--- config.mk ---
export PLATFORM = sky130hd
export DESIGN_NAME = vcs_front
export DESIGN_NICKNAME = d
export VERILOG_FILES = /design/src/hw/rtl/vector_cosine_similarity_top_macros.svh /design/src/hw/rtl/vcs_pkg.sv /design/src/hw/rtl/vcs_front.sv
export SDC_FILE = /design/constraint.sdc
export NUM_CORES = 2
export LEC_CHECK = 0
export ABC_AREA = 1
export BUFFER_PORTS_ARGS = -buffer_cell sky130_fd_sc_hd__buf_2
export CAP_MARGIN = 20
export CORE_UTILIZATION = 50
export CTS_CLUSTER_SIZE = 24
export DETAILED_ROUTE_END_ITERATION = 10
export HOLD_SLACK_MARGIN = 0.06
export PLACE_DENSITY = 0.68
export REMOVE_ABC_BUFFERS = 1
export SLEW_MARGIN = 20
export SYNTH_ARGS = -nofsm -noshare
export SYNTH_HDL_FRONTEND = slang
export SYNTH_SLANG_ARGS = --single-unit
export TNS_END_PERCENT = 100
--- constraint.sdc ---
create_clock -name clock -period 8.1 [get_ports clock]
set_clock_uncertainty 0.05 [all_clocks]
set_input_delay 1.215 -clock clock [delete_from_list [all_inputs] [get_ports clock]]
set_output_delay 1.215 -clock clock [all_outputs]
set_load 0.02 [all_outputs]
--- src/hw/rtl/vector_cosine_similarity_top_macros.svh ---
// assertion helpers for the cosine similarity block
`ifndef VECTOR_COSINE_SIMILARITY_TOP_MACROS_SVH
`define VECTOR_COSINE_SIMILARITY_TOP_MACROS_SVH

// same-cycle implication
`define VCS_ASSERT_NOW(label, clk, rst, ante, cons, msg) \
   label: assert property (@(posedge clk) disable iff (rst) (ante) |-> (cons)) \
      else $error(msg);

// next-cycle implication
`define VCS_ASSERT_NEXT(label, clk, rst, ante, cons, msg) \
   label: assert property (@(posedge clk) disable iff (rst) (ante) |=> (cons)) \
      else $error(msg);

`endif

--- src/hw/rtl/vcs_pkg.sv ---
package vcs_pkg;

   localparam int ELEM_W = 16;
   localparam int SUM_W  = 48;
   localparam int PROD_W = 2 * SUM_W;

   typedef struct packed {
      logic [SUM_W-1:0] dot;
      logic [SUM_W-1:0] norm_a;
      logic [SUM_W-1:0] norm_b;
   } vcs_sums_type;

   typedef struct packed {
      logic push;
      logic pop;
      logic full;
      logic valid;
   } vcs_queue_ctl_type;

endpackage

--- src/hw/rtl/vcs_front.sv ---
module vcs_front
   import vcs_pkg::*;
(
   input  logic                     clock,
   input  logic                     reset,
   input  logic                     req_valid,
   output logic                     req_stall,
   input  logic signed [ELEM_W-1:0] req_elem_a,
   input  logic signed [ELEM_W-1:0] req_elem_b,
   input  logic                     req_last_element,
   input  logic                     q_full,
   output logic                     push,
   output vcs_sums_type             push_data
);

   logic                    p_valid_ff, p_valid_in;
   logic                    p_last_ff;
   logic signed [31:0]      p_dot_ff;
   logic        [30:0]      p_na_ff;
   logic        [30:0]      p_nb_ff;
   logic signed [31:0]      dot_prod;
   logic signed [31:0]      na_prod;
   logic signed [31:0]      nb_prod;
   logic [SUM_W-1:0]        dot_ff, dot_in;
   logic [SUM_W-1:0]        na_ff, na_in;
   logic [SUM_W-1:0]        nb_ff, nb_in;
   logic                    accept;
   logic                    advance;

   assign dot_prod = req_elem_a * req_elem_b;
   assign na_prod  = req_elem_a * req_elem_a;
   assign nb_prod  = req_elem_b * req_elem_b;

   assign req_stall = p_valid_ff && p_last_ff && q_full;
   assign accept    = req_valid && !req_stall;
   assign advance   = p_valid_ff && !(p_last_ff && q_full);

   assign dot_in = dot_ff + {{(SUM_W-32){p_dot_ff[31]}}, p_dot_ff};
   assign na_in  = na_ff + {{(SUM_W-31){1'b0}}, p_na_ff};
   assign nb_in  = nb_ff + {{(SUM_W-31){1'b0}}, p_nb_ff};

   assign push             = advance && p_last_ff;
   assign push_data.dot    = dot_in;
   assign push_data.norm_a = na_in;
   assign push_data.norm_b = nb_in;

   always_comb begin
      p_valid_in = p_valid_ff;
      if (accept) begin
         p_valid_in = 1'b1;
      end else if (advance) begin
         p_valid_in = 1'b0;
      end
   end

   always_ff @(posedge clock) begin
      if (accept) begin
         p_last_ff <= req_last_element;
         p_dot_ff  <= dot_prod;
         p_na_ff   <= na_prod[30:0];
         p_nb_ff   <= nb_prod[30:0];
      end
   end

   always_ff @(posedge clock) begin
      if (reset) begin
         p_valid_ff <= 1'b0;
         dot_ff     <= '0;
         na_ff      <= '0;
         nb_ff      <= '0;
      end else begin
         p_valid_ff <= p_valid_in;
         if (advance) begin
            if (p_last_ff) begin
               dot_ff <= '0;
               na_ff  <= '0;
               nb_ff  <= '0;
            end else begin
               dot_ff <= dot_in;
               na_ff  <= na_in;
               nb_ff  <= nb_in;
            end
         end
      end
   end

endmodule

Yosys cells after proc, flatten, opt, wreduce, memory -nomap -nowiden
Cells that the tools add are included.
- add/subtract/negate cells: 3
- multipliers: 3
- muxes and demuxes: 5
- reductions and logical operators: 9
- operator list (kind ; number):
    48-bit two-way mux ; 3
    48-bit by 31-bit adder with 48-bit output ; 2
    16-bit by 16-bit multiplier with 31-bit output ; 2
    48-bit adder ; 1
    16-bit by 16-bit multiplier with 32-bit output ; 1
    1-bit logical AND ; 6
    1-bit zero test ; 2
    1-bit two-way mux ; 2
    2-bit nonzero test ; 1
- bits in registers: 240
- input port bits: 37
- output and inout port bits: 146
- logic and storage cells: 28

Depth between registers and ports, before layout
- word-level depth: 5
- mapped depth: 27

Worst setup path before layout
OpenSTA, ideal clock, no wires.
- path kind: in2reg
- start: input port req_elem_a[15]
- end: register p_dot_ff[28] (data pin)
- arrival: 6.455 ns
- data required time: 7.791 ns
- path slack: 1.336 ns
- stages on the path: 20
- path through: clkbuf_1 > buf_1 > nand2_1 > inv_1 > fa_1 > fa_1 > fa_1 > fa_1 > fa_1 > inv_1 > fa_1 > inv_1 > ha_1 > a21oi_1 > o21ai_0 > a21oi_1 > o21ai_0 > a21oi_1 > nand2_1 > xor2_1
- longest elaborated chain between the ends: 1
- RTL lines (element ; RTL line ; source):
    start: declaration ; vcs_front.sv:8 ; input logic signed [ELEM_W-1:0] req_elem_a,
    16-bit by 16-bit multiplier with 32-bit output ; vcs_front.sv:30 ; assign dot_prod = req_elem_a * req_elem_b;
    via dot_prod[28] ; vcs_front.sv:21 ; logic signed [31:0] dot_prod;
    end signal: assignment ; vcs_front.sv:59 ; p_dot_ff <= dot_prod;
    end: declaration ; vcs_front.sv:18 ; logic signed [31:0] p_dot_ff;
The timed path passes the listed nets, and every way through them passes these cells.
A chain may end at the register's enable or synchronous reset.

Worst setup path after layout
- start: input port req_elem_a[15]
- end: register p_na_ff[24] (data pin)
- longest elaborated chain between the ends: 1
- RTL lines (element ; RTL line ; source):
    16-bit by 16-bit multiplier with 31-bit output ; vcs_front.sv:31 ; assign na_prod = req_elem_a * req_elem_a;
    via na_prod[24] ; vcs_front.sv:22 ; logic signed [31:0] na_prod;
    end signal: assignment ; vcs_front.sv:60 ; p_na_ff <= na_prod[30:0];
    end: declaration ; vcs_front.sv:19 ; logic [30:0] p_na_ff;
The timed path passes the listed nets, and every way through them passes these cells.

==> implementation parameters <==
Parameter                              Value

Run status
  Run status ... finished, final reports clean

Synthesis
  Ys async rst share ... 0%
  #FFs+latches synth ... 238
  Cells taking the most area after synthesis ... sky130_fd_sc_hd__fa_1 (30%), sky130_fd_sc_hd__nand2_1 (15%), sky130_fd_sc_hd__inv_1 (14%)
  Share of synthesized area occupied by flip-flops and latches ... a little under an eighth
  Yosys warnings ... 0
  Cell type with the largest total area after synthesis ... sky130_fd_sc_hd__fa_1
  Most frequently used flop master after synthesis ... sky130_fd_sc_hd__dfxtp_1
  Number of synthesized flops with an enable pin ... 93
  Post-synth top area share ... 30.3%
  Number of different library cells in the post-synthesis netlist ... 41
  Commonest cells post-synth ... sky130_fd_sc_hd__nand2_1 (1959), sky130_fd_sc_hd__inv_1 (1813), sky130_fd_sc_hd__fa_1 (721), sky130_fd_sc_hd__ha_1 (365), sky130_fd_sc_hd__nor2_1 (315)
  Cell with the most instances after synthesis ... sky130_fd_sc_hd__nand2_1
  Post-synthesis instance area ... 0.0477 mm^2
  Post-synthesis instance total ... 6730
  Post-synthesis area per instance ... 7.09 um^2

Detailed routing
  Total wirelength of the detailed-routed design ... roughly 130000 um
  Post-detailed-route DRC marker count ... 0
  Detailed router's first-iteration violation count ... approximately 2.7k
  Post-detailed-route count of antenna-violating nets ... 0
  Number of vias per cell after detailed routing ... approximately 5.0
  DRT Pass-1 Iters ... 5
  Average detailed-routed wire length per instance ... 15.6 um
  Detailed-route via count ... 40.5k

Global route
  Total gr overflow ... 0
  Pin count of the biggest net entering global routing ... 88
  Global-route wire length before repair ... 210000 um
  Number of global-route vias before repair ... between 40k and 50k
  Overall fraction of global-route tracks in use ... 26.7%
  Number of antenna violations at the first check in global routing ... 1

Layout
  Layout area overhead ... 6.59%
  Final core utilization ... 54.2%
  Final cell area excluding filler cells ... 0.0509 mm^2
  Diode insertion count for antenna repair ... 0
  Fillers ... 9354
  Area of the multi-input gates ... 0.0346 mm^2
  Count of nets after finishing ... 7946
  Share of cells above drive strength 1 ... 5.45%
  Sequential cell area ... 0.00570 mm^2

Timing
  Fin crit period ... 7.39 ns
  Highest clock rate ... 0.135 GHz
  Fraction of the cycle the final worst path needs ... 91.2%
  Worst slew margin ... about a quarter
  Final setup fails ... 0
  Tightest Pin Transition ... 1.15 ns
  Sum of negative setup slack ... 0 ns
  Number of pins with negative max-slew slack in the final report ... 0
  Worst hold slack ... 0.418 ns
  Hold violation count in the final report ... 0
  Unrepaired setup endpoints after global routing ... no

Clock tree
  Cts hold-fix bufs ... 0
  Clock slew at reported path FFs ... 0.06 ns
  Setup Fix Bufs, Post-CTS ... 0
  Clock latency on the worst-skew pair ... around 0.61 ns
  Number of gates resized after CTS ... 0
  TritonCTS clock tree ... yes
  Number of levels the H-tree was split into ... 1
  Clock buffers created by TritonCTS ... 30
  Clock tree root buffer cell ... sky130_fd_sc_hd__clkbuf_16
  Clock Path Buffers ... 3
  CTS Sinks ... around 240

Critical path
  Path length in cells of the critical path ... 20
  Gate family responsible for the most delay along the worst path ... adder cells
  Highest fanout seen on the critical path ... 28
  Worst path bufs/invs ... 4
  Critical Path Start Type ... primary input
  Endpoint required time on the critical path ... 8.41 ns
  Maximum single-stage delay on the critical path ... approximately 0.66 ns
  Number of cells on the worst reg-to-reg path ... 10
  Master of the slowest instance on the critical path ... sky130_fd_sc_hd__nor3_1
  CP Data Arrival Time ... 7.70 ns
  Cell repeated most along the worst path ... sky130_fd_sc_hd__fa_1
  Kind of end point of the critical path ... flip-flop
  Worst path cell trace ... buf_2 -> clkinv_1 -> nor2_1 -> xnor2_1 -> ha_1 -> a31o_2 -> fa_1 -> fa_1 -> fa_1 -> fa_1 -> inv_1 -> fa_1 -> inv_1 -> ha_1 -> nand2_1 -> nor3_1 -> nand4_1 -> nand3_1 -> a21oi_1 -> xnor2_1
  Critical Setup Path Class ... primary input to flip-flop

Run
  Max Cap Violations ... 0

Floorplanning
  Die width ... about 310 um
  Standard-cell row count ... 112
  Floorplan Core Area ... 0.0939 mm^2
  Vertical die dimension ... between 300 and 400 um
  Top-level port count ... approximately 180
  Initial standard-cell utilization of the core ... between 50 and 60%
  Die Footprint ... 0.0966 mm^2

Worst hold path
  Number of stages on the worst hold path ... 2
  Type of the worst min-delay path ... flip-flop to flip-flop

Placement
  IO buf count ... 182
  Total cell area at the placement stage ... 0.0499 mm^2
  Final GP Congestion ... 0.962
  HPWL reported at the end of detailed placement ... 106000 um
-- area by class of cell --
type / count / area share, %
clock buffer: 39 / 1.56
clock inverter: 17 / 0.342
inverter: 1824 / 13.5
multi-input combinational: 4508 / 68.0
sequential: 238 / 11.2
tap: 1254 / 3.09
timing repair buffer: 221 / 2.37
-- per-stage QoR --
stage,setup WS (ns),instances
finish,0.709,8101
global route,0.516,8101
CTS,0.998,8101
detailed placement,0.360,8045
global placement,0.338,8045
floorplan,1.82,6570
-- worst paths after layout --
| path | startpoint | end | slack (ns) |
|---|---|---|---|
| max | req_elem_a[15] | p_na_ff[24]$_DFFE_PP_ | 0.71 |
| min | na_ff[11]$_SDFFE_PP0P_ | na_ff[11]$_SDFFE_PP0P_ | 0.42 |
| max reg2reg | p_dot_ff[31]$_DFFE_PP_ | dot_ff[40]$_SDFFE_PP0P_ | 4.87 |
| min reg2reg | na_ff[11]$_SDFFE_PP0P_ | na_ff[11]$_SDFFE_PP0P_ | 0.42 |
-- logic make-up (layout without fill, tap and decap cells) --
logic type / count (synthesis) / count (layout) / share of synthesized area, %
buffers and inverters: 1984 / 2101 / 15.6
and+or+nand+nor: 2810 / 2810 / 24.4
xor gates and xnor gates: 179 / 179 / 3.37
adders and majority gates: 1086 / 1086 / 39.8
AOI/OAI and AO/OA: 433 / 433 / 4.88
DFF: 238 / 238 / 11.9
-- routing by layer --
layer	GRT usage, %	vias to the layer above	routed length [um]
li1	-	19923	-
met1	36.5	19388	56300
met2	45.4	1051	59600
met3	2.44	171	7040
met4	6.82	0	3290
met5	0	-	0
-- worst register-to-register path, delay by kind of cell, from the launching register on --
kind                       cells  cell delay (ns)
and+or+nand+nor                7             1.41
AOI/OAI and AO/OA              1             0.08
DFF                            1             0.81
buffers and inverters          1             0.09
adders and majority gates      1             0.65
-- cells in the final DEF, fill, tap and decap left out, types with 3 or more instances in the layout --
master / instances
sky130_fd_sc_hd__nand3_2: 3
sky130_fd_sc_hd__a31o_2: 4
sky130_fd_sc_hd__nor2_2: 21
sky130_fd_sc_hd__o21ai_0: 66
sky130_fd_sc_hd__inv_1: 1812
sky130_fd_sc_hd__nand4_1: 67
sky130_fd_sc_hd__a21boi_0: 7
sky130_fd_sc_hd__nor4_1: 4
sky130_fd_sc_hd__xnor2_1: 40
sky130_fd_sc_hd__ha_1: 365
sky130_fd_sc_hd__buf_2: 181
sky130_fd_sc_hd__nand2_2: 31
sky130_fd_sc_hd__dfxtp_1: 145
sky130_fd_sc_hd__a211oi_1: 5
sky130_fd_sc_hd__nor3_1: 39
sky130_fd_sc_hd__nand3_1: 248
sky130_fd_sc_hd__inv_2: 9
sky130_fd_sc_hd__and2_1: 76
sky130_fd_sc_hd__clkbuf_16: 30
sky130_fd_sc_hd__clkinv_1: 4
sky130_fd_sc_hd__fa_1: 721
sky130_fd_sc_hd__xor2_2: 5
sky130_fd_sc_hd__nor2_1: 314
sky130_fd_sc_hd__clkinv_2: 7
sky130_fd_sc_hd__o21bai_1: 13
sky130_fd_sc_hd__o211ai_1: 10
sky130_fd_sc_hd__edfxtp_1: 93
sky130_fd_sc_hd__nand2_1: 1959
sky130_fd_sc_hd__a31oi_1: 9
sky130_fd_sc_hd__xor2_1: 134
sky130_fd_sc_hd__nor2_4: 9
sky130_fd_sc_hd__a21o_1: 15
sky130_fd_sc_hd__clkbuf_1: 8
sky130_fd_sc_hd__buf_4: 40
sky130_fd_sc_hd__or2_2: 17
sky130_fd_sc_hd__nand3b_1: 15
sky130_fd_sc_hd__a21oi_1: 301
-- sequential cells by signal, summed over array words and instances (netlist names) --
name        count
dot_ff         48
na_ff          48
nb_ff          48
p_dot_ff       32
p_na_ff        30
p_nb_ff        30
p_last_ff       1
p_valid_ff      1
Power is left out: the tool's default activity adds up to more than one toggle a clock period on the data nets, which glitch-free logic cannot reach.
