File: src/hw/rtl/vector_cosine_similarity_top_macros.svh
// assertion helpers for the cosine similarity block
`ifndef VECTOR_COSINE_SIMILARITY_TOP_MACROS_SVH
`define VECTOR_COSINE_SIMILARITY_TOP_MACROS_SVH

// same-cycle implication
`define VCS_ASSERT_NOW(label, clk, rst, ante, cons, msg) \
   label: assert property (@(posedge clk) disable iff (rst) (ante) |-> (cons)) \
      else $error(msg);

// next-cycle implication
`define VCS_ASSERT_NEXT(label, clk, rst, ante, cons, msg) \
   label: assert property (@(posedge clk) disable iff (rst) (ante) |=> (cons)) \
      else $error(msg);

`endif

File: src/hw/rtl/vcs_pkg.sv
package vcs_pkg;

   localparam int ELEM_W = 16;
   localparam int SUM_W  = 48;
   localparam int PROD_W = 2 * SUM_W;

   typedef struct packed {
      logic [SUM_W-1:0] dot;
      logic [SUM_W-1:0] norm_a;
      logic [SUM_W-1:0] norm_b;
   } vcs_sums_type;

   typedef struct packed {
      logic push;
      logic pop;
      logic full;
      logic valid;
   } vcs_queue_ctl_type;

endpackage

File: src/hw/rtl/vcs_back.sv
module vcs_back
   import vcs_pkg::*;
(
   input  logic                     clock,
   input  logic                     reset,
   input  logic                     q_valid,
   input  vcs_sums_type             q_data,
   output logic                     pop,
   output logic                     rsp_valid,
   input  logic                     rsp_stall,
   output logic signed [ELEM_W-1:0] rsp_similarity,
   output logic                     rsp_zero_norm
);

   localparam logic [2:0] ST_IDLE  = 3'd0;
   localparam logic [2:0] ST_MUL   = 3'd1;
   localparam logic [2:0] ST_SQRT  = 3'd2;
   localparam logic [2:0] ST_CHECK = 3'd3;
   localparam logic [2:0] ST_DIV   = 3'd4;
   localparam logic [2:0] ST_WAIT  = 3'd5;

   localparam int HALF_W = SUM_W / 2;
   localparam int REM_W  = SUM_W + 2;
   localparam int Q_W    = ELEM_W - 1;
   localparam logic [5:0] MUL_LAST  = 6'd4;
   localparam logic [5:0] SQRT_LAST = 6'(SUM_W - 1);
   localparam logic [5:0] DIV_LAST  = 6'(Q_W - 1);
   localparam logic [ELEM_W-1:0] SAT_POS = {1'b0, {(ELEM_W-1){1'b1}}};
   localparam logic [ELEM_W-1:0] SAT_NEG = {1'b1, {(ELEM_W-1){1'b0}}};

   logic [2:0]              state_ff;
   logic [5:0]              cnt_ff;
   logic                    neg_ff;
   logic                    zero_ff;
   logic [SUM_W-1:0]        na_ff;
   logic [SUM_W-1:0]        nb_ff;
   logic [SUM_W-1:0]        mag_ff;
   logic [SUM_W-1:0]        mag_in;
   logic [2*HALF_W-1:0]     pp_ff, pp_in;
   logic [1:0]              pp_sh_ff;
   logic [PROD_W-1:0]       prod_ff;
   logic [PROD_W-1:0]       pp_term;
   logic [REM_W-1:0]        rem_ff;
   logic [SUM_W-1:0]        root_ff;
   logic [REM_W+1:0]        rem_sh;
   logic [REM_W+1:0]        trial;
   logic [SUM_W:0]          div_sh;
   logic [Q_W-1:0]          q_ff;
   logic [Q_W-1:0]          q_in;
   logic [SUM_W-1:0]        div_rem_in;
   logic [ELEM_W-1:0]       res_ff;
   logic [ELEM_W-1:0]       q_ext;
   logic [HALF_W-1:0]       op_x;
   logic [HALF_W-1:0]       op_y;
   logic                    rsp_valid_ff;
   logic                    out_free;

   assign pop            = (state_ff == ST_IDLE) && q_valid;
   assign out_free       = !rsp_valid_ff || !rsp_stall;
   assign rsp_valid      = rsp_valid_ff;
   assign mag_in         = q_data.dot[SUM_W-1] ? SUM_W'(0 - q_data.dot) : q_data.dot;

   always_comb begin
      case (cnt_ff[1:0])
         2'd0: begin
            op_x = na_ff[HALF_W-1:0];
            op_y = nb_ff[HALF_W-1:0];
         end
         2'd1: begin
            op_x = na_ff[HALF_W-1:0];
            op_y = nb_ff[SUM_W-1:HALF_W];
         end
         2'd2: begin
            op_x = na_ff[SUM_W-1:HALF_W];
            op_y = nb_ff[HALF_W-1:0];
         end
         default: begin
            op_x = na_ff[SUM_W-1:HALF_W];
            op_y = nb_ff[SUM_W-1:HALF_W];
         end
      endcase
   end

   assign pp_in = op_x * op_y;

   always_comb begin
      case (pp_sh_ff)
         2'd0:    pp_term = {{SUM_W{1'b0}}, pp_ff};
         2'd1,
         2'd2:    pp_term = {{HALF_W{1'b0}}, pp_ff, {HALF_W{1'b0}}};
         default: pp_term = {pp_ff, {SUM_W{1'b0}}};
      endcase
   end

   assign rem_sh = {rem_ff, prod_ff[PROD_W-1:PROD_W-2]};
   assign trial  = {2'b00, root_ff, 2'b01};

   always_comb begin
      div_sh = {mag_ff, 1'b0};
      if (div_sh >= {1'b0, root_ff}) begin
         div_rem_in = SUM_W'(div_sh - {1'b0, root_ff});
         q_in       = {q_ff[Q_W-2:0], 1'b1};
      end else begin
         div_rem_in = div_sh[SUM_W-1:0];
         q_in       = {q_ff[Q_W-2:0], 1'b0};
      end
      q_ext = {1'b0, q_in};
   end

   always_ff @(posedge clock) begin
      case (state_ff)
         ST_IDLE: begin
            if (q_valid) begin
               na_ff   <= q_data.norm_a;
               nb_ff   <= q_data.norm_b;
               neg_ff  <= q_data.dot[SUM_W-1];
               mag_ff  <= mag_in;
               zero_ff <= (q_data.norm_a == '0) || (q_data.norm_b == '0);
               res_ff  <= '0;
               prod_ff <= '0;
            end
         end
         ST_MUL: begin
            if (cnt_ff != MUL_LAST) begin
               pp_ff    <= pp_in;
               pp_sh_ff <= cnt_ff[1:0];
            end
            if (cnt_ff != '0) begin
               prod_ff <= prod_ff + pp_term;
            end
            if (cnt_ff == MUL_LAST) begin
               rem_ff  <= '0;
               root_ff <= '0;
            end
         end
         ST_SQRT: begin
            prod_ff <= {prod_ff[PROD_W-3:0], 2'b00};
            if (rem_sh >= trial) begin
               rem_ff  <= REM_W'(rem_sh - trial);
               root_ff <= {root_ff[SUM_W-2:0], 1'b1};
            end else begin
               rem_ff  <= rem_sh[REM_W-1:0];
               root_ff <= {root_ff[SUM_W-2:0], 1'b0};
            end
         end
         ST_CHECK: begin
            q_ff <= '0;
            if (mag_ff >= root_ff) begin
               res_ff <= neg_ff ? SAT_NEG : SAT_POS;
            end
         end
         ST_DIV: begin
            mag_ff <= div_rem_in;
            q_ff   <= q_in;
            if (cnt_ff == DIV_LAST) begin
               res_ff <= neg_ff ? ELEM_W'(0 - q_ext) : q_ext;
            end
         end
         default: begin
         end
      endcase
   end

   always_ff @(posedge clock) begin
      if (reset) begin
         state_ff     <= ST_IDLE;
         cnt_ff       <= '0;
         rsp_valid_ff <= 1'b0;
      end else begin
         if ((state_ff == ST_WAIT) && out_free) begin
            rsp_valid_ff <= 1'b1;
         end else if (rsp_valid_ff && !rsp_stall) begin
            rsp_valid_ff <= 1'b0;
         end
         case (state_ff)
            ST_IDLE: begin
               cnt_ff <= '0;
               if (q_valid) begin
                  if ((q_data.norm_a == '0) || (q_data.norm_b == '0)) begin
                     state_ff <= ST_WAIT;
                  end else begin
                     state_ff <= ST_MUL;
                  end
               end
            end
            ST_MUL: begin
               if (cnt_ff == MUL_LAST) begin
                  cnt_ff   <= '0;
                  state_ff <= ST_SQRT;
               end else begin
                  cnt_ff <= cnt_ff + 1'b1;
               end
            end
            ST_SQRT: begin
               if (cnt_ff == SQRT_LAST) begin
                  cnt_ff   <= '0;
                  state_ff <= ST_CHECK;
               end else begin
                  cnt_ff <= cnt_ff + 1'b1;
               end
            end
            ST_CHECK: begin
               cnt_ff <= '0;
               if (mag_ff >= root_ff) begin
                  state_ff <= ST_WAIT;
               end else begin
                  state_ff <= ST_DIV;
               end
            end
            ST_DIV: begin
               if (cnt_ff == DIV_LAST) begin
                  cnt_ff   <= '0;
                  state_ff <= ST_WAIT;
               end else begin
                  cnt_ff <= cnt_ff + 1'b1;
               end
            end
            ST_WAIT: begin
               if (out_free) begin
                  state_ff <= ST_IDLE;
               end
            end
            default: begin
               state_ff <= ST_IDLE;
            end
         endcase
      end
   end

   always_ff @(posedge clock) begin
      if ((state_ff == ST_WAIT) && out_free) begin
         rsp_similarity <= res_ff;
         rsp_zero_norm  <= zero_ff;
      end
   end

endmodule

File: config.mk
export PLATFORM = sky130hd
export DESIGN_NAME = vcs_back
export DESIGN_NICKNAME = d
export VERILOG_FILES = /design/src/hw/rtl/vector_cosine_similarity_top_macros.svh /design/src/hw/rtl/vcs_pkg.sv /design/src/hw/rtl/vcs_back.sv
export SDC_FILE = /design/constraint.sdc
export NUM_CORES = 2
export LEC_CHECK = 0
export BUFFER_PORTS_ARGS = -buffer_cell sky130_fd_sc_hd__buf_2
export CAP_MARGIN = 25
export CORE_MARGIN = 4
export CORE_UTILIZATION = 50
export DETAILED_ROUTE_END_ITERATION = 8
export PLACE_DENSITY_LB_ADDON = 0.15
export SYNTH_ARGS = -nofsm -noshare
export SYNTH_HDL_FRONTEND = slang
export SYNTH_SLANG_ARGS = --single-unit
export TNS_END_PERCENT = 20
File: constraint.sdc
create_clock -name clock -period 15.4 [get_ports clock]
set_clock_uncertainty 0.2 [all_clocks]
set_input_delay 3.08 -clock clock [delete_from_list [all_inputs] [get_ports clock]]
set_output_delay 3.08 -clock clock [all_outputs]
set_load 0.05 [all_outputs]
After elaboration in Yosys (flattened, before gate mapping)

Index checks and enable logic that the tools add are counted.

Logic and storage cells: 116
Bits in registers: 447

Eq/ne operators: 20
Order comparisons: 3
Add/subtract/negate cells: 6
Reduce and logical (&&, ||, !) cells: 31
Multiply operators: 1
Muxes and demuxes: 38

Operators by type and width:

| kind                                                                 | number |
|---|---|
| 96-bit one-hot mux with 3 select lines                               | 1 |
| 48-bit 2-to-1 mux                                                    | 4 |
| 96-bit 2-to-1 mux                                                    | 2 |
| 48-bit one-hot mux with 2 select lines                               | 2 |
| 96-bit one-hot mux with 2 select lines                               | 1 |
| 50-bit 2-to-1 mux                                                    | 2 |
| 50-bit one-hot mux with 2 select lines                               | 1 |
| 96-bit adder                                                         | 1 |
| 48-bit logical NOT                                                   | 2 |
| 16-bit 2-to-1 mux                                                    | 5 |
| 52-bit by 50-bit >= comparator with 1-bit output                     | 1 |
| 50-bit subtractor                                                    | 1 |
| 49-bit by 48-bit >= comparator with 1-bit output                     | 1 |
| 48-bit >= comparator                                                 | 1 |
| 24-bit by 24-bit multiplier with 48-bit output                       | 1 |
| 24-bit 2-to-1 mux                                                    | 2 |
| 16-bit one-hot mux with 3 select lines                               | 1 |
| 1-bit by 48-bit subtractor with 48-bit output (first input constant) | 1 |
| 48-bit subtractor                                                    | 1 |
| 14-bit one-hot mux with 2 select lines                               | 1 |
| 6-bit one-hot mux with 4 select lines                                | 1 |
| 3-bit 2-to-1 mux                                                     | 6 |
| 6-bit 2-to-1 mux                                                     | 3 |
| 3-bit one-hot mux with 6 select lines                                | 1 |
| other kinds (27)                                                     | 56 |

Logic depth before layout (Yosys ltp)

Depth in word-level cells: 6
Depth in mapped cells: 34
Depth with buffers taken out: 32

Worst setup path before layout

OpenSTA, ideal clock, no wires.

Path kind: input to output
Start: input q_valid
End: output pop
Required time: 12.120 ns
Data arrival time: 14.450 ns
Buffers on the path: 0
Path slack: -2.330 ns
Stages on the path: 1
Cell sequence: nor4b_1

Word-level cells in the longest chain between the ends: 1

Ends and longest elaborated chain:

| what               | RTL line       | RTL |
|---|---|---|
| start: declaration | vcs_back.sv:6  | `input logic q_valid,` |
| 1-bit logical AND  | vcs_back.sv:58 | `assign pop = (state_ff == ST_IDLE) && q_valid;` |
| end: declaration   | vcs_back.sv:8  | `output logic pop,` |

Every way passes these cells.

Worst setup path after layout

Start: register cnt_ff[0]
End: register pp_ff[47] (data pin)

Word-level cells in the longest chain between the ends: 4
Elaborated cells between the ends (all ways): 8

Ends and longest elaborated chain:

| what                                                                         | RTL line        | RTL |
|---|---|---|
| start: declaration                                                           | vcs_back.sv:32  | `logic [5:0] cnt_ff;` |
| start signal: assignment                                                     | vcs_back.sv:191 | `cnt_ff <= cnt_ff + 1'b1;` |
| start signal: assignment                                                     | vcs_back.sv:199 | `cnt_ff <= cnt_ff + 1'b1;` |
| start signal: assignment                                                     | vcs_back.sv:215 | `cnt_ff <= cnt_ff + 1'b1;` |
| 2-bit by 1-bit equality test with 1-bit output, or another cell as far along | vcs_back.sv:64  | `case (cnt_ff[1:0])` |
| 2-bit OR reduction (no source line)                                          | -               |  |
| 24-bit 2-to-1 mux                                                            | vcs_back.sv:64  |  |
| 24-bit by 24-bit multiplier with 48-bit output *                             | vcs_back.sv:84  | `assign pp_in = op_x * op_y;` |
| via pp_in[47]                                                                | vcs_back.sv:39  | `logic [2*HALF_W-1:0] pp_ff, pp_in;` |
| end signal: assignment                                                       | vcs_back.sv:125 | `pp_ff <= pp_in;` |
| end: declaration                                                             | vcs_back.sv:39  |  |

The timed path passes the listed nets; every way through them passes the cells marked *.
A chain may end at the register's enable or synchronous reset.

==> impl_metrics.yaml <==
status:
  outcome: "complete, no violations"
cells_and_area:
  fill_cells: 9122
  nets: 6639
  register_area_mm2: 0.01332
  layout-drive-gt1-share_pct: 7.498
  area_growth_pct: 8.031
  multiInputGateArea_mm2: 0.03379
hold_path:
  worstHoldEndpoint: "rsp_similarity[15]"
  hp-start: "res_ff[15]"
  whs_path_depth: 0
  hold_path_class: "flip-flop to flip-flop"
yosys:
  synthDistinctLibCells: 84
  ys.warnings.count: 0
  ys_async_sr_fraction_pct: 0
  ys_seq_area_share_pct: 26.43
  synth_most_common_cell: "nand2_1"
  synth_top_area_cell: "edfxtp_1"
  synth_common_cells: "669 x nand2_1, 666 x inv_1, 561 x nor2_1"
  syn_inst: 5537
  netlist.area_leader.share_pct: 26.04
  synth_area_leaders: "edfxtp_1 26%, fa_1 19%, ha_1 11%, nand2_1 5.0%, inv_1 5.0%"
  avgSynthCellArea_um2: 9.102
  synth_edf_count: 437
  synth_fp_nets: 6592
  syn_area_mm2: 0.05040
  ys_seq_elements: 447
  synth_ff_type: "edfxtp_1"
timing:
  tightest_slew_ns: 0.9997
  fin_crit_sh_pct: 62.96
  slew_headroom_pct: 33.35
  rsz0062_at_grt: "no"
  setup-tns-final_ns: 0
  period_minus_slack_ns: 9.697
  finalSetupViolCount: 0
  drv_slew: 0
  final_hold_viol_count: 0
  fin_ws_ns: 5.704
  clock.fmax_ghz: 0.1031
placement:
  gp_congestion: 1.004
  port_buffers: 166
  hpwlAfterDp_mm: 119.4
  place_ws_ns: 5.575
clock_network:
  clk_transition_reported_paths_ns: 0.06
  cts_buffers: 53
  cts_sinks: 447
  clock_path_buffers: 3
  htree_levels: 2
  cts_root_buffer: "clkbuf_16"
  cts_resized: 0
  clk-insertion-delay-late_ns: 0.66
  cts_setup_buffers: 0
  cts_tree: "yes"
  postCtsHoldBufs: 0
worst_setup_path:
  cp_num_buf_inv: 9
  cp-end-kind: "flip-flop"
  worstPathRequired_ns: 15.60
  critPathKind: "flip-flop to flip-flop"
  worst-r2r-setup-slack_ns: 5.70
  r2r_end: "pp_ff[47]"
  slowest_delay_ns: 0.56
  critical_path_arrival_ns: 9.89
  critPathLaunchType: "flip-flop"
  cpMostUsedCell: "inv_1"
  critical-path-slowest-cell: "buf_4"
  reg2reg_from: "cnt_ff[0]"
  worstPathMaxFanout: 48
  reg2regPathDepth: 33
  critical_path.top_delay_family: "adder cells"
floorplanning:
  die_w_um: 325.5
  coreArea_mm2: 0.1000
  die_h_um: 325.5
  rows: 116
  dieArea_mm2: 0.1059
  io-pin-count: 167
  start_util_pct: 50.40
routing:
  drc: 0
  finalWirelength_mm: 150.6
  viasPerCell: 5.830
  routedWlPerCell_um: 21.74
  drtIter0Drc: 3132
  dr.pass1.iters: 6
  ant_nets: 0
  routed-via-count: 40390
grt:
  grt_util_all_layers_pct: 28.04
  grt_overflow: 0
  grt_first_pass_wirelength_mm: 233.0
  grtUsageMet2_pct: 47.45
  met3_usage_pct: 4.357
  antenna_found_initial: 7
  grt_max_degree: 86
  top_usage_layer: "met2"
  use_met1_pct: 35.49
  grt_pass1_vias: 40760
flow_run:
  max_cap_violations: 0
[kinds of logic (layout without fill, tap and decap cells)]
group | Yosys count | in the layout | share of synthesized area (%)
adder cells (fa/ha/maj) | 907 | 907 | 29.73
buffers and inverters | 909 | 1000 | 6.785
AO/OA/AOI/OAI | 1159 | 1159 | 14.40
flip-flops | 447 | 447 | 26.43
multiplexers | 136 | 136 | 2.818
other | 0 | 3 | 0
AND/OR/NAND/NOR | 1701 | 1701 | 15.01
XOR/XNOR | 278 | 278 | 4.831
[worst reg2reg max path: cells and delay by family (launching register included)]
family          cells  cell delay, ns
mux                 1            0.58
fa+ha+maj           9            4.23
simple gates        4            0.76
xor+xnor            1            0.14
flops               1            0.42
compound gates      9            2.10
buf+inv             9            1.03
[per-stage QoR]
| stage | util [%] | instance area (um2) | instances | hold WS [ns] |
|---|---|---|---|---|
| global route | 54.44 | 54440 | 6926 | 0.2225 |
| detailed placement | 52.61 | 52610 | 6826 | 0.2045 |
| finish | 54.45 | 54450 | 6929 | 0.2178 |
| CTS | 54.43 | 54430 | 6925 | 0.2193 |
| global placement | 52.56 | 52560 | 6824 | 0.2023 |
| floorplan | - | 50410 | 5537 | 0.2003 |
[per-layer routing]
layer / vias up / part of all wire (%)
li1: 18960 / -
met1: 19690 / 41
met2: 1400 / 48
met3: 352 / 6.2
met4: 0 / 5.2
met5: - / 0
[worst max path at each step]
stage / start / endpoint / slack [ns] / cells past startpoint
2_1_floorplan: q_valid / pop / 2.88 / 1
3_3_place_gp: cnt_ff[0] / pp_ff[47] / 5.74 / 29
3_5_place_dp: cnt_ff[0] / pp_ff[47] / 5.57 / 29
4_1_cts: cnt_ff[0] / pp_ff[47] / 5.55 / 29
5_1_grt: cnt_ff[0] / pp_ff[43] / 5.34 / 33
6_report: cnt_ff[0] / pp_ff[47] / 5.70 / 33
[layout by cell type, fill, tap and decap left out, types with 55 or more instances in the layout]
cell and count:
o21ai_0 290, nand2_1 668, buf_2 166, inv_1 666, mux2i_1 83, and2_1 77
edfxtp_1 437, a21oi_1 330, buf_4 67, fa_1 484, nand4_1 76, xnor2_1 161
xor2_1 117, a211oi_1 55, nor2_1 557, ha_1 422, a21o_1 146
[sequential cells by signal, summed over array words and instances, names as in the netlist]
name / count
pp_sh_ff: 2
q_ff: 14
res_ff: 16
rsp_zero_norm: 1
mag_ff: 48
rsp_valid: 1
zero_ff: 1
prod_ff: 96
pp_ff: 48
na_ff: 48
rem_ff: 50
rsp_similarity: 16
state_ff: 3
cnt_ff: 6
root_ff: 48
neg_ff: 1
nb_ff: 48
[layout make-up]
cell class,count,share of cell area [%]
Timing Repair Buffer,235,2.537
Clock buffer,57,2.463
Inverter,666,4.591
Sequential cell,447,24.47
Antenna cell,3,0.01379
Tap cell,1298,2.983
Clock inverter,42,0.8870
Multi-Input combinational cell,4181,62.06
Power is not shown: default switching activity piles up to over one toggle a cycle in this logic, so the estimate is an artifact.
