===== src/hw/rtl/vector_cosine_similarity_top_macros.svh =====
// assertion helpers for the cosine similarity block
`ifndef VECTOR_COSINE_SIMILARITY_TOP_MACROS_SVH
`define VECTOR_COSINE_SIMILARITY_TOP_MACROS_SVH

// same-cycle implication
`define VCS_ASSERT_NOW(label, clk, rst, ante, cons, msg) \
   label: assert property (@(posedge clk) disable iff (rst) (ante) |-> (cons)) \
      else $error(msg);

// next-cycle implication
`define VCS_ASSERT_NEXT(label, clk, rst, ante, cons, msg) \
   label: assert property (@(posedge clk) disable iff (rst) (ante) |=> (cons)) \
      else $error(msg);

`endif


===== src/hw/rtl/vcs_pkg.sv =====
package vcs_pkg;

   localparam int ELEM_W = 16;
   localparam int SUM_W  = 48;
   localparam int PROD_W = 2 * SUM_W;

   typedef struct packed {
      logic [SUM_W-1:0] dot;
      logic [SUM_W-1:0] norm_a;
      logic [SUM_W-1:0] norm_b;
   } vcs_sums_type;

   typedef struct packed {
      logic push;
      logic pop;
      logic full;
      logic valid;
   } vcs_queue_ctl_type;

endpackage


===== src/hw/rtl/vcs_queue.sv =====
module vcs_queue
   import vcs_pkg::*;
#(
   parameter int DEPTH = 2
)
(
   input  logic         clock,
   input  logic         reset,
   input  logic         push,
   input  vcs_sums_type push_data,
   input  logic         pop,
   output logic         full,
   output logic         valid,
   output vcs_sums_type head_data
);

   localparam int PTR_W = (DEPTH > 1) ? $clog2(DEPTH) : 1;
   localparam int CNT_W = $clog2(DEPTH + 1);
   localparam logic [PTR_W-1:0] LAST_PTR = PTR_W'(DEPTH - 1);
   localparam logic [CNT_W-1:0] FULL_CNT = CNT_W'(DEPTH);

   vcs_sums_type            entry_ff [DEPTH];
   logic [PTR_W-1:0]        wr_ptr_ff, wr_ptr_in;
   logic [PTR_W-1:0]        rd_ptr_ff, rd_ptr_in;
   logic [CNT_W-1:0]        count_ff, count_in;

   assign full      = (count_ff == FULL_CNT);
   assign valid     = (count_ff != '0);
   assign head_data = entry_ff[rd_ptr_ff];

   always_comb begin
      wr_ptr_in = wr_ptr_ff;
      rd_ptr_in = rd_ptr_ff;
      count_in  = count_ff;
      if (push) begin
         wr_ptr_in = (wr_ptr_ff == LAST_PTR) ? '0 : wr_ptr_ff + 1'b1;
      end
      if (pop) begin
         rd_ptr_in = (rd_ptr_ff == LAST_PTR) ? '0 : rd_ptr_ff + 1'b1;
      end
      if (push && !pop) begin
         count_in = count_ff + 1'b1;
      end else if (pop && !push) begin
         count_in = count_ff - 1'b1;
      end
   end

   always_ff @(posedge clock) begin
      if (push) begin
         entry_ff[wr_ptr_ff] <= push_data;
      end
   end

   always_ff @(posedge clock) begin
      if (reset) begin
         wr_ptr_ff <= '0;
         rd_ptr_ff <= '0;
         count_ff  <= '0;
      end else begin
         wr_ptr_ff <= wr_ptr_in;
         rd_ptr_ff <= rd_ptr_in;
         count_ff  <= count_in;
      end
   end

endmodule


===== config.mk =====
export PLATFORM = sky130hd
export DESIGN_NAME = vcs_queue
export DESIGN_NICKNAME = d
export VERILOG_FILES = /design/src/hw/rtl/vector_cosine_similarity_top_macros.svh /design/src/hw/rtl/vcs_pkg.sv /design/src/hw/rtl/vcs_queue.sv
export SDC_FILE = /design/constraint.sdc
export NUM_CORES = 1
export LEC_CHECK = 0
export BUFFER_PORTS_ARGS = -buffer_cell sky130_fd_sc_hd__buf_2
export CAP_MARGIN = 15
export CORE_AREA = 10 10 156 158
export DETAILED_ROUTE_END_ITERATION = 10
export DIE_AREA = 0 0 166 168
export PLACE_DENSITY_LB_ADDON = 0.3
export SYNTH_ARGS = -nofsm -noshare
export SYNTH_HDL_FRONTEND = slang
export SYNTH_SLANG_ARGS = --single-unit
export TNS_END_PERCENT = 50

===== constraint.sdc =====
create_clock -name clock -period 10 [get_ports clock]
set_input_delay 0.5 -clock clock [delete_from_list [all_inputs] [get_ports clock]]
set_output_delay 0.5 -clock clock [all_outputs]
set_load 0.05 [all_outputs]

* Word level (Yosys, flattened, before mapping)
Memory sizes are Yosys's and may differ from the RTL's. A register that Yosys moved wholly into a read port is not among the register bits.
Index checks and enable logic that the tools add are counted.
** Word-level totals
- Flip-flop bits (word level) :: 4
- Bits in writable memories :: 288
- Input bits :: 148
- Output and inout port bits :: 146
- Logic and storage cells :: 23
- Memories kept :: 1
** Memories
- entry_ff :: words 2, width 144, read ports 1, clocked after Yosys merged registers in 1, wr ports 1, line vcs_queue.sv:22 : vcs_sums_type entry_ff [DEPTH];
** Cells by class
- Add/subtract/negate cells :: 4
- Equality and inequality tests :: 1
- Muxes and demuxes :: 8
- Reductions and logical operators :: 6
** Operators with widths (count)
- 2-to-1 mux 1 bit :: 6
- 2-to-1 mux 2 bit :: 2
- nonzero test 2 bit :: 2
- adder 1 bit, second input constant :: 2
- adder 2 x 1 -> 2 bit, second input constant :: 1
- equality test 2 bit, second input constant :: 1
- logical AND 1 bit :: 2
- zero test 1 bit :: 2
- subtractor 2 x 1 -> 2 bit, second input constant :: 1

* Depth between registers and ports, before layout
Gate-level depths: netlist of the first run.
- Depth in word-level cells :: 4
- Mapped depth :: 5

* Worst setup path after synthesis of the first run
No wires, ideal clock.
- Path type :: input port to flip-flop
- Start point :: input push
- End point :: memory entry_ff[0][0] (netlist bit) (enable)
- Setup time :: 0.667 ns
- Arrival time :: 6.732 ns
- Slack :: 2.602 ns
- Stages :: 1
- Buffers on the path :: 0
- Cells stage by stage :: nor2b_1
** Between the ends
- Longest elaborated chain between the ends :: 2
** RTL lines
- start, declared :: line vcs_queue.sv:9 : input logic push,
- 2-to-1 mux 1 bit :: line vcs_queue.sv:49 : if (push) begin
- 2-to-1 mux 1 bit (implied by the code) :: line vcs_queue.sv:50 : entry_ff[wr_ptr_ff] <= push_data;
- end, declared :: line vcs_queue.sv:22
No other way between the ends.

==> run summary, run 1 <==
The critical path is of the reg -> out type. The number of max-cap violations is 0. The dominant register cell in the synthesized netlist is edfxtp_1. The synthesized area per cell is 23.0 um^2.

The maximum number of pins on one net before global-route repair is slightly below 90. The number of routed nets with antenna violations is 0. The fraction of final layout cells sized beyond drive strength 1 came out at 60.4%.

The setup TNS is 0 ns. The via count normalized by instance count came out at 5.01. Synthesis produced 470 cells. The total number of H-tree levels came out at 1. The tree is rooted in a clkbuf_16. The number of synthesis warnings is 0. The final routed wire length divided by cell count came out at ~21 um. The number of antenna violations at the first check in global routing came out at 7. Registers are responsible for between 40% and 50% of the overall power. The synthesized net count came out at slightly above 600. The part of the power in combinational logic came out at 17.2%. The maximum vdd ir drop is 0.188 mV. For this run, the register share of the synthesized area comes to between 80% and 90%. In this run the static leakage power is 5.19 nW. The number of max-slew violations in the final report came to 0. The synthesized-area fraction occupied by xor and xnor cells is 0.323%. The total design power is ~3 mW. The internal power is 2.19 mW. The final-report setup violation count came out at 0. The CTS tree is built. The switching power share of the total came out at 26.8%. The number of standard-cell rows in the floorplan came out at 54.

The initial utilization of the core area, before any placement, comes to 50.6%. Summed over its instances, the top area cell type makes up 79.8% of the synthesized netlist area. The clock slew at the register clock pins of the worst setup and hold paths came out at approximately 0.06 ns.

Input and output buffers added on the ports amount to 293. In the post-synthesis netlist, the biggest area contributors are edfxtp_1 80%, mux2_2 8.7%, mux2_4 8.3%. For the final database, setup skew stands at 0.0120 ns. The start of the worst register-to-register path is wr_ptr_ff$_SDFFE_PP0P_.

The internal reg-to-reg setup slack came out at 7.68 ns. The combinational family with the most area after synthesis is multiplexers. The number of synthesized register bits is about 290. At the end of the flow the core is filled with cells to 63.1%. The portion of netlist area occupied by mux cells came out at between 10% and 20%. The flow ran to the end, and the final reports show no timing, DRC or antenna violations.

In this run the power density over the cells is 222 mW/mm^2. The global placement routability congestion came out at 0.782. Static timing analysis puts the maximum clock frequency at 0.324 GHz. The remaining global-route overflow came out at 0. The worst hold path begins at push_data[97].

The cell area after technology mapping came out at 0.0108 mm^2. The number of hold-slack violations in the final timing report came out at 0. The worst setup path is captured at a primary output. The launching element type of the critical path is a flip-flop. STA puts the critical path data required time at 9.50 ns. The fraction of registers with async set or reset after synthesis is 0%. The relative contribution of the clock network to total power is 34.2%. The slowest stage of the critical path is the buf_4 cell. The net total in the final layout is between 900 and 1000.

Summed over all nets, the switching power comes to between 0.8 and 0.9 mW. The die width came out at 166 um. The max-slew headroom at the worst pin came out at approximately 27%.

The compound-gate portion of the synthesized area came out at 0.0924%. After synthesis, the most frequently instantiated cells are 288 x edfxtp_1, 84 x mux2_2, 60 x mux2_4, 8 x buf_2, 8 x buf_6. The number of setup buffers added after CTS came out at 0.

In this run, synthesis inferred 288 flip-flops with an integrated enable. Setup repair after global routing left no endpoint under its margin. Data on the critical path arrives at its endpoint at 2.59 ns. The number of gates given a new drive strength after cts came out at 0.

The first-iteration detailed-routing DRC count came out at 331. The number of remaining DRC errors is 0. The clock passes through at most 3 buffers. The length of the first detailed-routing pass in iterations came out at 4. The number of global-route vias before repair is 6124. The highest cell delay on the worst timing path is 0.84 ns. The signal on the critical path passes through buf_4, mux2_2, buf_2. The largest area contributor in the synthesized netlist is edfxtp_1. The number of buffers inserted for hold repair after clock tree synthesis came out at 0. The chip height is 168 um. The die area came out at 0.0279 mm^2. The critical-path maximum fanout is 65.

The placed wire-length estimate after detailed placement came out at approximately 16 mm. For the worst-skew pair, the clock arrives at the later sink with an insertion delay of 0.53 ns. The total length of routed wires came out at 22.8 mm. The most common cell in the netlist is edfxtp_1. The global-route wire length before repair is 34.6 mm.

The layout-stage area growth over the synthesis result is 24.8%. The worst-margin pin slew is 1.09 ns. The simple-gate area share of the yosys netlist came out at 0.427%. The post-synthesis share of cell area spent on full adders, half adders and majority gates came out at 0.116%. The count of vias placed by the detailed router came out at about 5500. The total clock buffers created by CTS came out at 29. In this run the count of I/O pins placed on the die edge is just under 300. The period utilization is 30.9%. The number of distinct standard cells referenced by the synthesized netlist came out at 17.

The path class of the tightest hold or removal check is in -> reg. The clock period minus worst slack came out at 3.09 ns. The clock sink count is ~290. The overall global routing resource usage is 15.5%. In this run the standard cell core region covers 0.0214 mm^2.
==> path summary, 6_finish.rpt <==
kind	endpoint	depth (start not counted)
worst min register to register	count_ff[1]$_SDFFE_PP0P_	2
worst max-delay path	head_data[123]	3
worst max register to register	entry_ff[1][12]$_DFFE_PP_	3
worst min-delay path	entry_ff[1][97]$_DFFE_PP_	1
==> sequential cells by signal (all words and copies together) (netlist names), named ones only <==
register and count:
wr_ptr_ff 1, count_ff 2, rd_ptr_ff 1, entry_ff 288
==> layout by cell type, fill, tap and decap left out, types with 2 or more instances in the layout <==
cell type	count
xor2_1	2
bufinv_16	3
clkinv_2	3
edfxtp_1	288
clkinvlp_4	3
buf_4	5
clkinv_1	5
diode_2	5
xnor2_1	2
clkbuf_16	29
mux2_4	60
buf_2	293
dfxtp_1	4
clkbuf_1	7
nor2_1	4
mux2_2	84
==> logic make-up (layout without fill, tap and decap cells) <==
kind of cell | count (synthesis) | after routing
muxes | 144 | 144
DFF | 293 | 293
and+or+nand+nor | 9 | 9
adders and majority gates | 1 | 1
other | 0 | 5
AOI/OAI and AO/OA | 2 | 2
buffers and inverters | 17 | 351
xor gates and xnor gates | 4 | 4
==> power by group through the flow <==
stage	clock, mW	sequential, mW	combinational [mW]
finish	1.03	1.46	0.517
global route	1.11	1.46	0.541
CTS	1.05	1.46	0.522
detailed placement	0	1.48	0.521
global placement	0	1.48	0.512
floorplan	0	1.49	0.395
==> layer usage <==
| layer | vias up | global-route usage [%] | wire, um |
|---|---|---|---|
| met2 | 250 | 26.6 | 11500 |
| met1 | 2661 | 17.8 | 8640 |
| met4 | 6 | 4.16 | 337 |
| met5 | - | 0 | 32 |
| li1 | 2508 | - | - |
| met3 | 34 | 6.17 | 2340 |
==> metrics by stage <==
stage | cell area [um^2] | hold WS (ns) | setup WS (ns) | instances
after floorplan | 10800 | 0.456 | 2.60 | 470
after global placement | 12600 | 0.479 | 7.25 | 1032
after detailed placement | 12600 | 0.486 | 7.16 | 1032
after CTS | 13500 | 0.131 | 6.87 | 1083
after global routing | 13500 | 0.134 | 6.74 | 1088
final | 13500 | 0.159 | 6.91 | 1089
==> critical path: cells and delay by family (launching register included) <==
kind     cells  cell delay, ns
flops        1            0.50
buf+inv      2            1.05
mux          1            0.42
==> layout make-up <==
cell class / count / area (um^2)
Inverter: 1 / 3.75
Clock inverter: 15 / 155
Fill cell: 1478 / 7900
Sequential cell: 293 / 8750
Clock buffer: 36 / 752
Tap cell: 280 / 350
Antenna cell: 5 / 12.5
Timing Repair Buffer: 299 / 1530
Multi-Input combinational cell: 160 / 1960
(Power assumes the default switching activity.)
==> run 2, diff against run 1 <==
==> constraint.sdc (replaced) <==
create_clock -name clock -period 3.25 [get_ports clock]
set_input_delay 0.1625 -clock clock [delete_from_list [all_inputs] [get_ports clock]]
set_output_delay 0.1625 -clock clock [all_outputs]
set_load 0.05 [all_outputs]
==> run 2 against run 1 <==
Combinational power rose to 3.4 times the previous value; worst hold slack improved by 0.19 ns; worst setup slack worse by 6.0 ns; die area unchanged; wire length up 13%; largest cell class unchanged.
==> run summary, run 2 (same netlist as run 1, synthesis figures left out) <==
The buffers plus inverters on the worst setup path came out at 2. The remaining global-route overflow came out at 0. The layout-stage area growth over the synthesis result came out at 39.8%. The library cells used most frequently in the layout, excluding fill and tap cells, are 293 x buf_2, 288 x edfxtp_1, 148 x dlygate4sd3_1, 84 x mux2_2, 60 x mux2_4.

Walking the worst path, the cells encountered are buf_12, mux2_2, buf_2. The fraction of final layout cells sized beyond drive strength 1 came out at 51.2%. The later-pin clock latency in the skew report is 0.54 ns.

In this run, CTS created clock tree buffers numbering 29. The total length of routed wires came out at 25.8 mm. The total instance count after detailed placement came out at roughly 1000. The clock period minus worst slack came out at ~2.4 ns. The die area is between 0.02 and 0.03 mm^2. The number of hold-slack violations in the final timing report is 0. The net total in the final layout came out at 1087. The number of inserted filler cells in the final layout is ~1300.

The final routed wire length divided by cell count came out at 20.8 um. The via count normalized by instance count is 4.98. The count of inserted antenna diode cells is 0. The clock slew at the register clock pins of the worst setup and hold paths came out at around 0.060 ns. The max-slew headroom at the worst pin came out at 44.1%. The number of max-slew violations in the final report was 0. The flip-flop count of the largest register after layout came out at about 290.

The final core area utilization came out at 70.7%. Prior to clock tree synthesis, the placed netlist has a worst setup slack of 1.34 ns. In the finished design, the share of the clock period the worst path needs comes to between 70% and 80%. For this design, the sink count on the clock tree is 293. The run finished with clean final reports. The critical-path maximum fanout came out at a little over 70. The required time reported for the critical path endpoint is 3.09 ns. The global-route wire length before repair came out at 39.9 mm. Across all layers, the routed design uses 6177 vias. For this run, the total global-route usage over all layers was measured as 17.9%. The number of setup buffers added after CTS came out at 0. Input and output buffers added on the ports amount to 293. The die width is 166 um. The first-iteration detailed-routing DRC count is about 330.

The instance area after placement came out at 0.0127 mm^2. In this design, the largest share of critical-path delay is due to buffers and inverters. The slowest stage of the critical path is the dfxtp_4 cell.

The maximum vdd ir drop came out at 0.562 mV. The arrival time at the worst endpoint came out at 2.21 ns. The largest register by flop count is entry_ff. The setup TNS came out at 0 ns.

The final instance area is roughly 0.015 mm^2. Setup violations remaining at the end of the flow were counted as 0. The worst setup margin is 0.881 ns. The power per cell area came out at 633 mW/mm^2.

The analysis attributes to cell leakage a power of 5.89 nW. Once the floorplan was initialized, standard cells occupied 50.6% of the core. The worst setup path is launched from a flip-flop. The maximum number of pins on one net before global-route repair is 73.

The global placement routability congestion came out at 0.776. The hold slack is 0.353 ns. The fmax is 0.422 GHz.

Max-cap violations in this run came to 0. The number of remaining DRC errors came out at 0. The length of the first detailed-routing pass in iterations came out at 4. The buffer type at the clock tree root is clkbuf_16. The number of global-route vias before repair is about 6800. The number of antenna violations at the first check in global routing came out at 0. The total design power came out at 9.59 mW. The post-route clock skew came out at 0.00952 ns. Leaving out fill and tap cells, the most frequent cell in the layout is buf_2. The largest registers in the layout are entry_ff: 288 flops, count_ff: 2 flops.

The worst setup path is of the reg -> out kind. The number of buffers on the longest clock path came out at 3. CTS built an H-tree with a depth of 1. The filler-free cell count of the finished design came out at 1240.

The largest single stage delay on the critical path is approximately 0.55 ns. The total core area came out at 0.0214 mm^2. In this run the core area contains 54 standard-cell rows. The CTS tree is built. STA classifies the critical path endpoint as a primary output.

Detailed placement finished with a half-perimeter wire length of 16.1 mm. At the pin with the least slew margin, the transition time is approximately 0.84 ns. The number of routed nets with antenna violations is 0. Measured along the y axis, the die boundary spans 168 um. Setup repair after global routing left no endpoint under its margin.

The number of ports placed on the die boundary came out at 294. The worst hold path belongs to the class in -> reg.
## run 2: layout make-up
cell class              instances  area (um^2)  area share, %
well taps                     280          350           2.31
flip-flops and latches        293         8750           57.8
inverters                       1         3.75         0.0248
clock inverters                18          215           1.42
clock buffers                  35          748           4.94
multi-input cells             160         1960           12.9
repair buffers                453         3110           20.6
## run 2: power by group
part | total, mW | leakage, nW | switching [mW] | internal [mW]
sequential | 4.48 | 2.75 | 0.0701 | 4.41
combinational | 1.77 | 2.68 | 1.17 | 0.600
clock | 3.34 | 0.464 | 1.31 | 2.03
## run 2: worst reg2reg max path, delay by kind of cell (launching register included)
| kind | cells | cell delay [ns] |
|---|---|---|
| DFF | 1 | 0.41 |
| buffers and inverters | 1 | 0.49 |
| and+or+nand+nor | 1 | 0.65 |
## run 2: path summary, 6_finish.rpt
kind / startpoint / endpoint / slack (ns) / cells after the start
worst max-delay path: flip-flop / head_data[60] / 0.88 / 3
worst min-delay path: push_data[9] / entry_ff[0][9]$_DFFE_PP_ / 0.35 / 2
worst max register to register: wr_ptr_ff$_SDFFE_PP0P_ / entry_ff[1][57]$_DFFE_PP_ / 1.37 / 2
worst min register to register: count_ff[1]$_SDFFE_PP0P_ / count_ff[1]$_SDFFE_PP0P_ / 0.52 / 2
## run 2: metal layers
| metal | up-vias | GRT usage, % | routed length [um] |
|---|---|---|---|
| li1 | 2807 | - | - |
| met1 | 3036 | 21.8 | 10200 |
| met2 | 303 | 31.0 | 13200 |
| met3 | 31 | 5.05 | 2110 |
| met4 | 0 | 4.04 | 354 |
| met5 | - | 0 | 0 |
## run 2: timing repair
item / in CTS / in global routing
resized for setup: 0 / 0
endpoints found under the hold margin: 293 / 0
hold buffers: 148 / 0
==> run 3, diff against run 2 <==
==> constraint.sdc (replaced) <==
create_clock -name clock -period 2.3 [get_ports clock]
set_input_delay 0.115 -clock clock [delete_from_list [all_inputs] [get_ports clock]]
set_output_delay 0.115 -clock clock [all_outputs]
set_load 0.05 [all_outputs]
==> run 3 against run 2 <==
Sequential cell count stayed put; worst setup slack lost 0.69 ns; via count decreased by 1.5%; critical path type unchanged; worst hold slack got worse by 0.22 ns; clock power increased by 31%; highest routed layer unchanged; first-iteration DRC count is 20% higher; critical path depth unchanged.
==> run summary, run 3 (same netlist as run 1, synthesis figures left out) <==
The power per cell area came out at about 880 mW/mm^2. The run finished with clean final reports. The die width came out at ~170 um. STA classifies the critical path startpoint as a flip-flop. The first global-routing pass estimated 39.2 mm of wire. The number of global-route vias before repair is ~7000. The total number of H-tree levels came out at 1. The kind of end point of the critical path is a primary output.

The number of ports placed on the die boundary is 294. Global routing consumed, over all layers together, 17.5% of the routing resources. The required time reported for the critical path endpoint came out at 2.18 ns. The clock slew at the register clock pins of the worst setup and hold paths is 0.06 ns. The number of hold-slack violations in the final timing report is 0.

Leaving out fill and tap cells, the most frequent cells in the layout are 293 x buf_2, 288 x edfxtp_1, 147 x dlygate4sd3_1, 84 x mux2_2, 60 x mux2_4. Measured on the finished design, the core utilization comes to between 70 and 80%. The length of the first detailed-routing pass in iterations came out at 4.

The worst min-delay path class is in -> reg. The buffer type at the clock tree root is clkbuf_16. For this run, global-route usage on met2 was measured as a little under a third.

The global placement routability congestion is 0.788. VDD sags by at most 0.543 mV. The number of max-slew violations in the final report came to 0.

The via count normalized by instance count is 4.94. The depth of the most critical reg-to-reg path is 2. For this configuration, the core starts out at a cell density of just over 50%. The floorplan step defined a die boundary enclosing 0.0279 mm^2. After layout, the worst setup slack is 0.187 ns. The number of buffers on the longest clock path came out at 3. Cells with a size suffix above 1 make up 51.3% of the layout. The remaining global-route overflow is 0.

The total of buffers placed on input and output ports is 293. Setup repair after global routing left no endpoint under its margin. The number of standard-cell rows in the floorplan is 54. The global routing met1 resource utilization is 20.6%. The total length of routed wires is 25.3 mm. The placed wire-length estimate after detailed placement is 15.9 mm. Setup violations remaining at the end of the flow were counted as 0. The met3 track utilization from global routing is 5.96%. The period utilization came out at 91.9%. The number of antenna violations at the first check in global routing came out at 1.

After detailed routing, the average wire length per cell comes to 20.5 um. The class of the most critical setup path is reg -> out. Total power for the finished layout comes to ~13 mW. The net total in the final layout came out at roughly 1100. The pre-CTS worst setup slack is ~0.76 ns. The largest register by flop count is entry_ff. The setup TNS is 0 ns. TritonCTS built the clock tree. The number of routed nets with antenna violations came out at 0. Clock tree synthesis inserted a total of 28 buffers.

From synthesis to final layout, the design area changed by 38.5%. The post-route clock skew came out at 0.00714 ns. The first-iteration detailed-routing DRC count came out at 392. The number of inserted filler cells in the final layout came out at around 1300. Based on the critical path, the design can be clocked at up to 0.473 GHz. In this run the standard cell core region covers 0.0214 mm^2. The clock sink count is 293.

The maximum number of pins on one net before global-route repair came out at 80. Leaving out fill and tap cells, the most frequent cell in the layout is buf_2. The flip-flop count of the largest register after layout came out at 288. The leakage power of the design came out at about 5.8 nW.

The clock period minus worst slack came out at between 2 and 2.5 ns. The worst-margin pin slew came out at about 0.55 ns. The cell depth of the worst min-delay path came out at 4.

Clock latency on the worst-skew pair, taken at its later pin, is 0.52 ns. The layer with the highest usage is met2. The max-slew headroom at the worst pin is around 63%. The largest registers in the layout are entry_ff: 288 flops, count_ff: 2 flops. The chip height came out at ~170 um. The critical-path maximum fanout came out at 75. The detailed router placed 6087 vias in this run. The number of remaining DRC errors is 0. The number of max-cap violations is 0. The arrival time at the worst endpoint came out at 2.00 ns.
-- run 3: area by class of cell --
cell class                      instances  area [um^2]  share of cell area, %
Timing Repair Buffer                  446         3060                   20.4
Multi-Input combinational cell        160         1960                   13.1
Inverter                                1         3.75                 0.0250
Clock buffer                           34          744                   4.96
Tap cell                              280          350                   2.33
Antenna cell                            1         2.50                 0.0167
Clock inverter                         18          135                  0.900
Sequential cell                       293         8750                   58.3
-- run 3: repair_timing --
action                                 CTS  global route
hold buffers                           147             0
buffers inserted                         0             0
endpoints found under the hold margin  293             0
gates resized for setup                  0             0
-- run 3: final timing paths --
kind                            slack [ns]                      from                         to
worst max register to register        0.98    wr_ptr_ff$_SDFFE_PP0P_  entry_ff[1][86]$_DFFE_PP_
worst max-delay path                  0.19                 flip-flop             head_data[123]
worst min-delay path                  0.13                      push   count_ff[0]$_SDFFE_PP0P_
worst min register to register        0.52  count_ff[1]$_SDFFE_PP0P_   count_ff[1]$_SDFFE_PP0P_
-- run 3: metal layers --
| layer | wire, um | part of all wire [%] | up-vias |
|---|---|---|---|
| li1 | - | - | 2792 |
| met4 | 467 | 1.8 | 0 |
| met2 | 12700 | 50 | 285 |
| met1 | 9840 | 39 | 2978 |
| met5 | 0 | 0 | - |
| met3 | 2330 | 9.2 | 32 |
-- run 3: stage by stage --
| stage | area, um^2 | hold slack, ns | instances |
|---|---|---|---|
| 2_1_floorplan | 10800 | 0.180 | 470 |
| 3_3_place_gp | 12700 | 0.302 | 1033 |
| 3_5_place_dp | 12700 | 0.306 | 1033 |
| 4_1_cts | 15000 | 0.107 | 1232 |
| 5_1_grt | 15000 | 0.124 | 1233 |
| 6_report | 15000 | 0.129 | 1233 |
-- run 3: worst max-delay path: stages, from the launching register on --
cell,delay (ns)
dfxtp_4,0.37
buf_12,0.41
mux2_2,0.41
buf_2,0.22
-- run 3: report_power, final --
group / internal (mW) / switching [mW]
clock: 2.52 / 1.84
combinational: 0.837 / 1.66
sequential: 6.23 / 0.0866
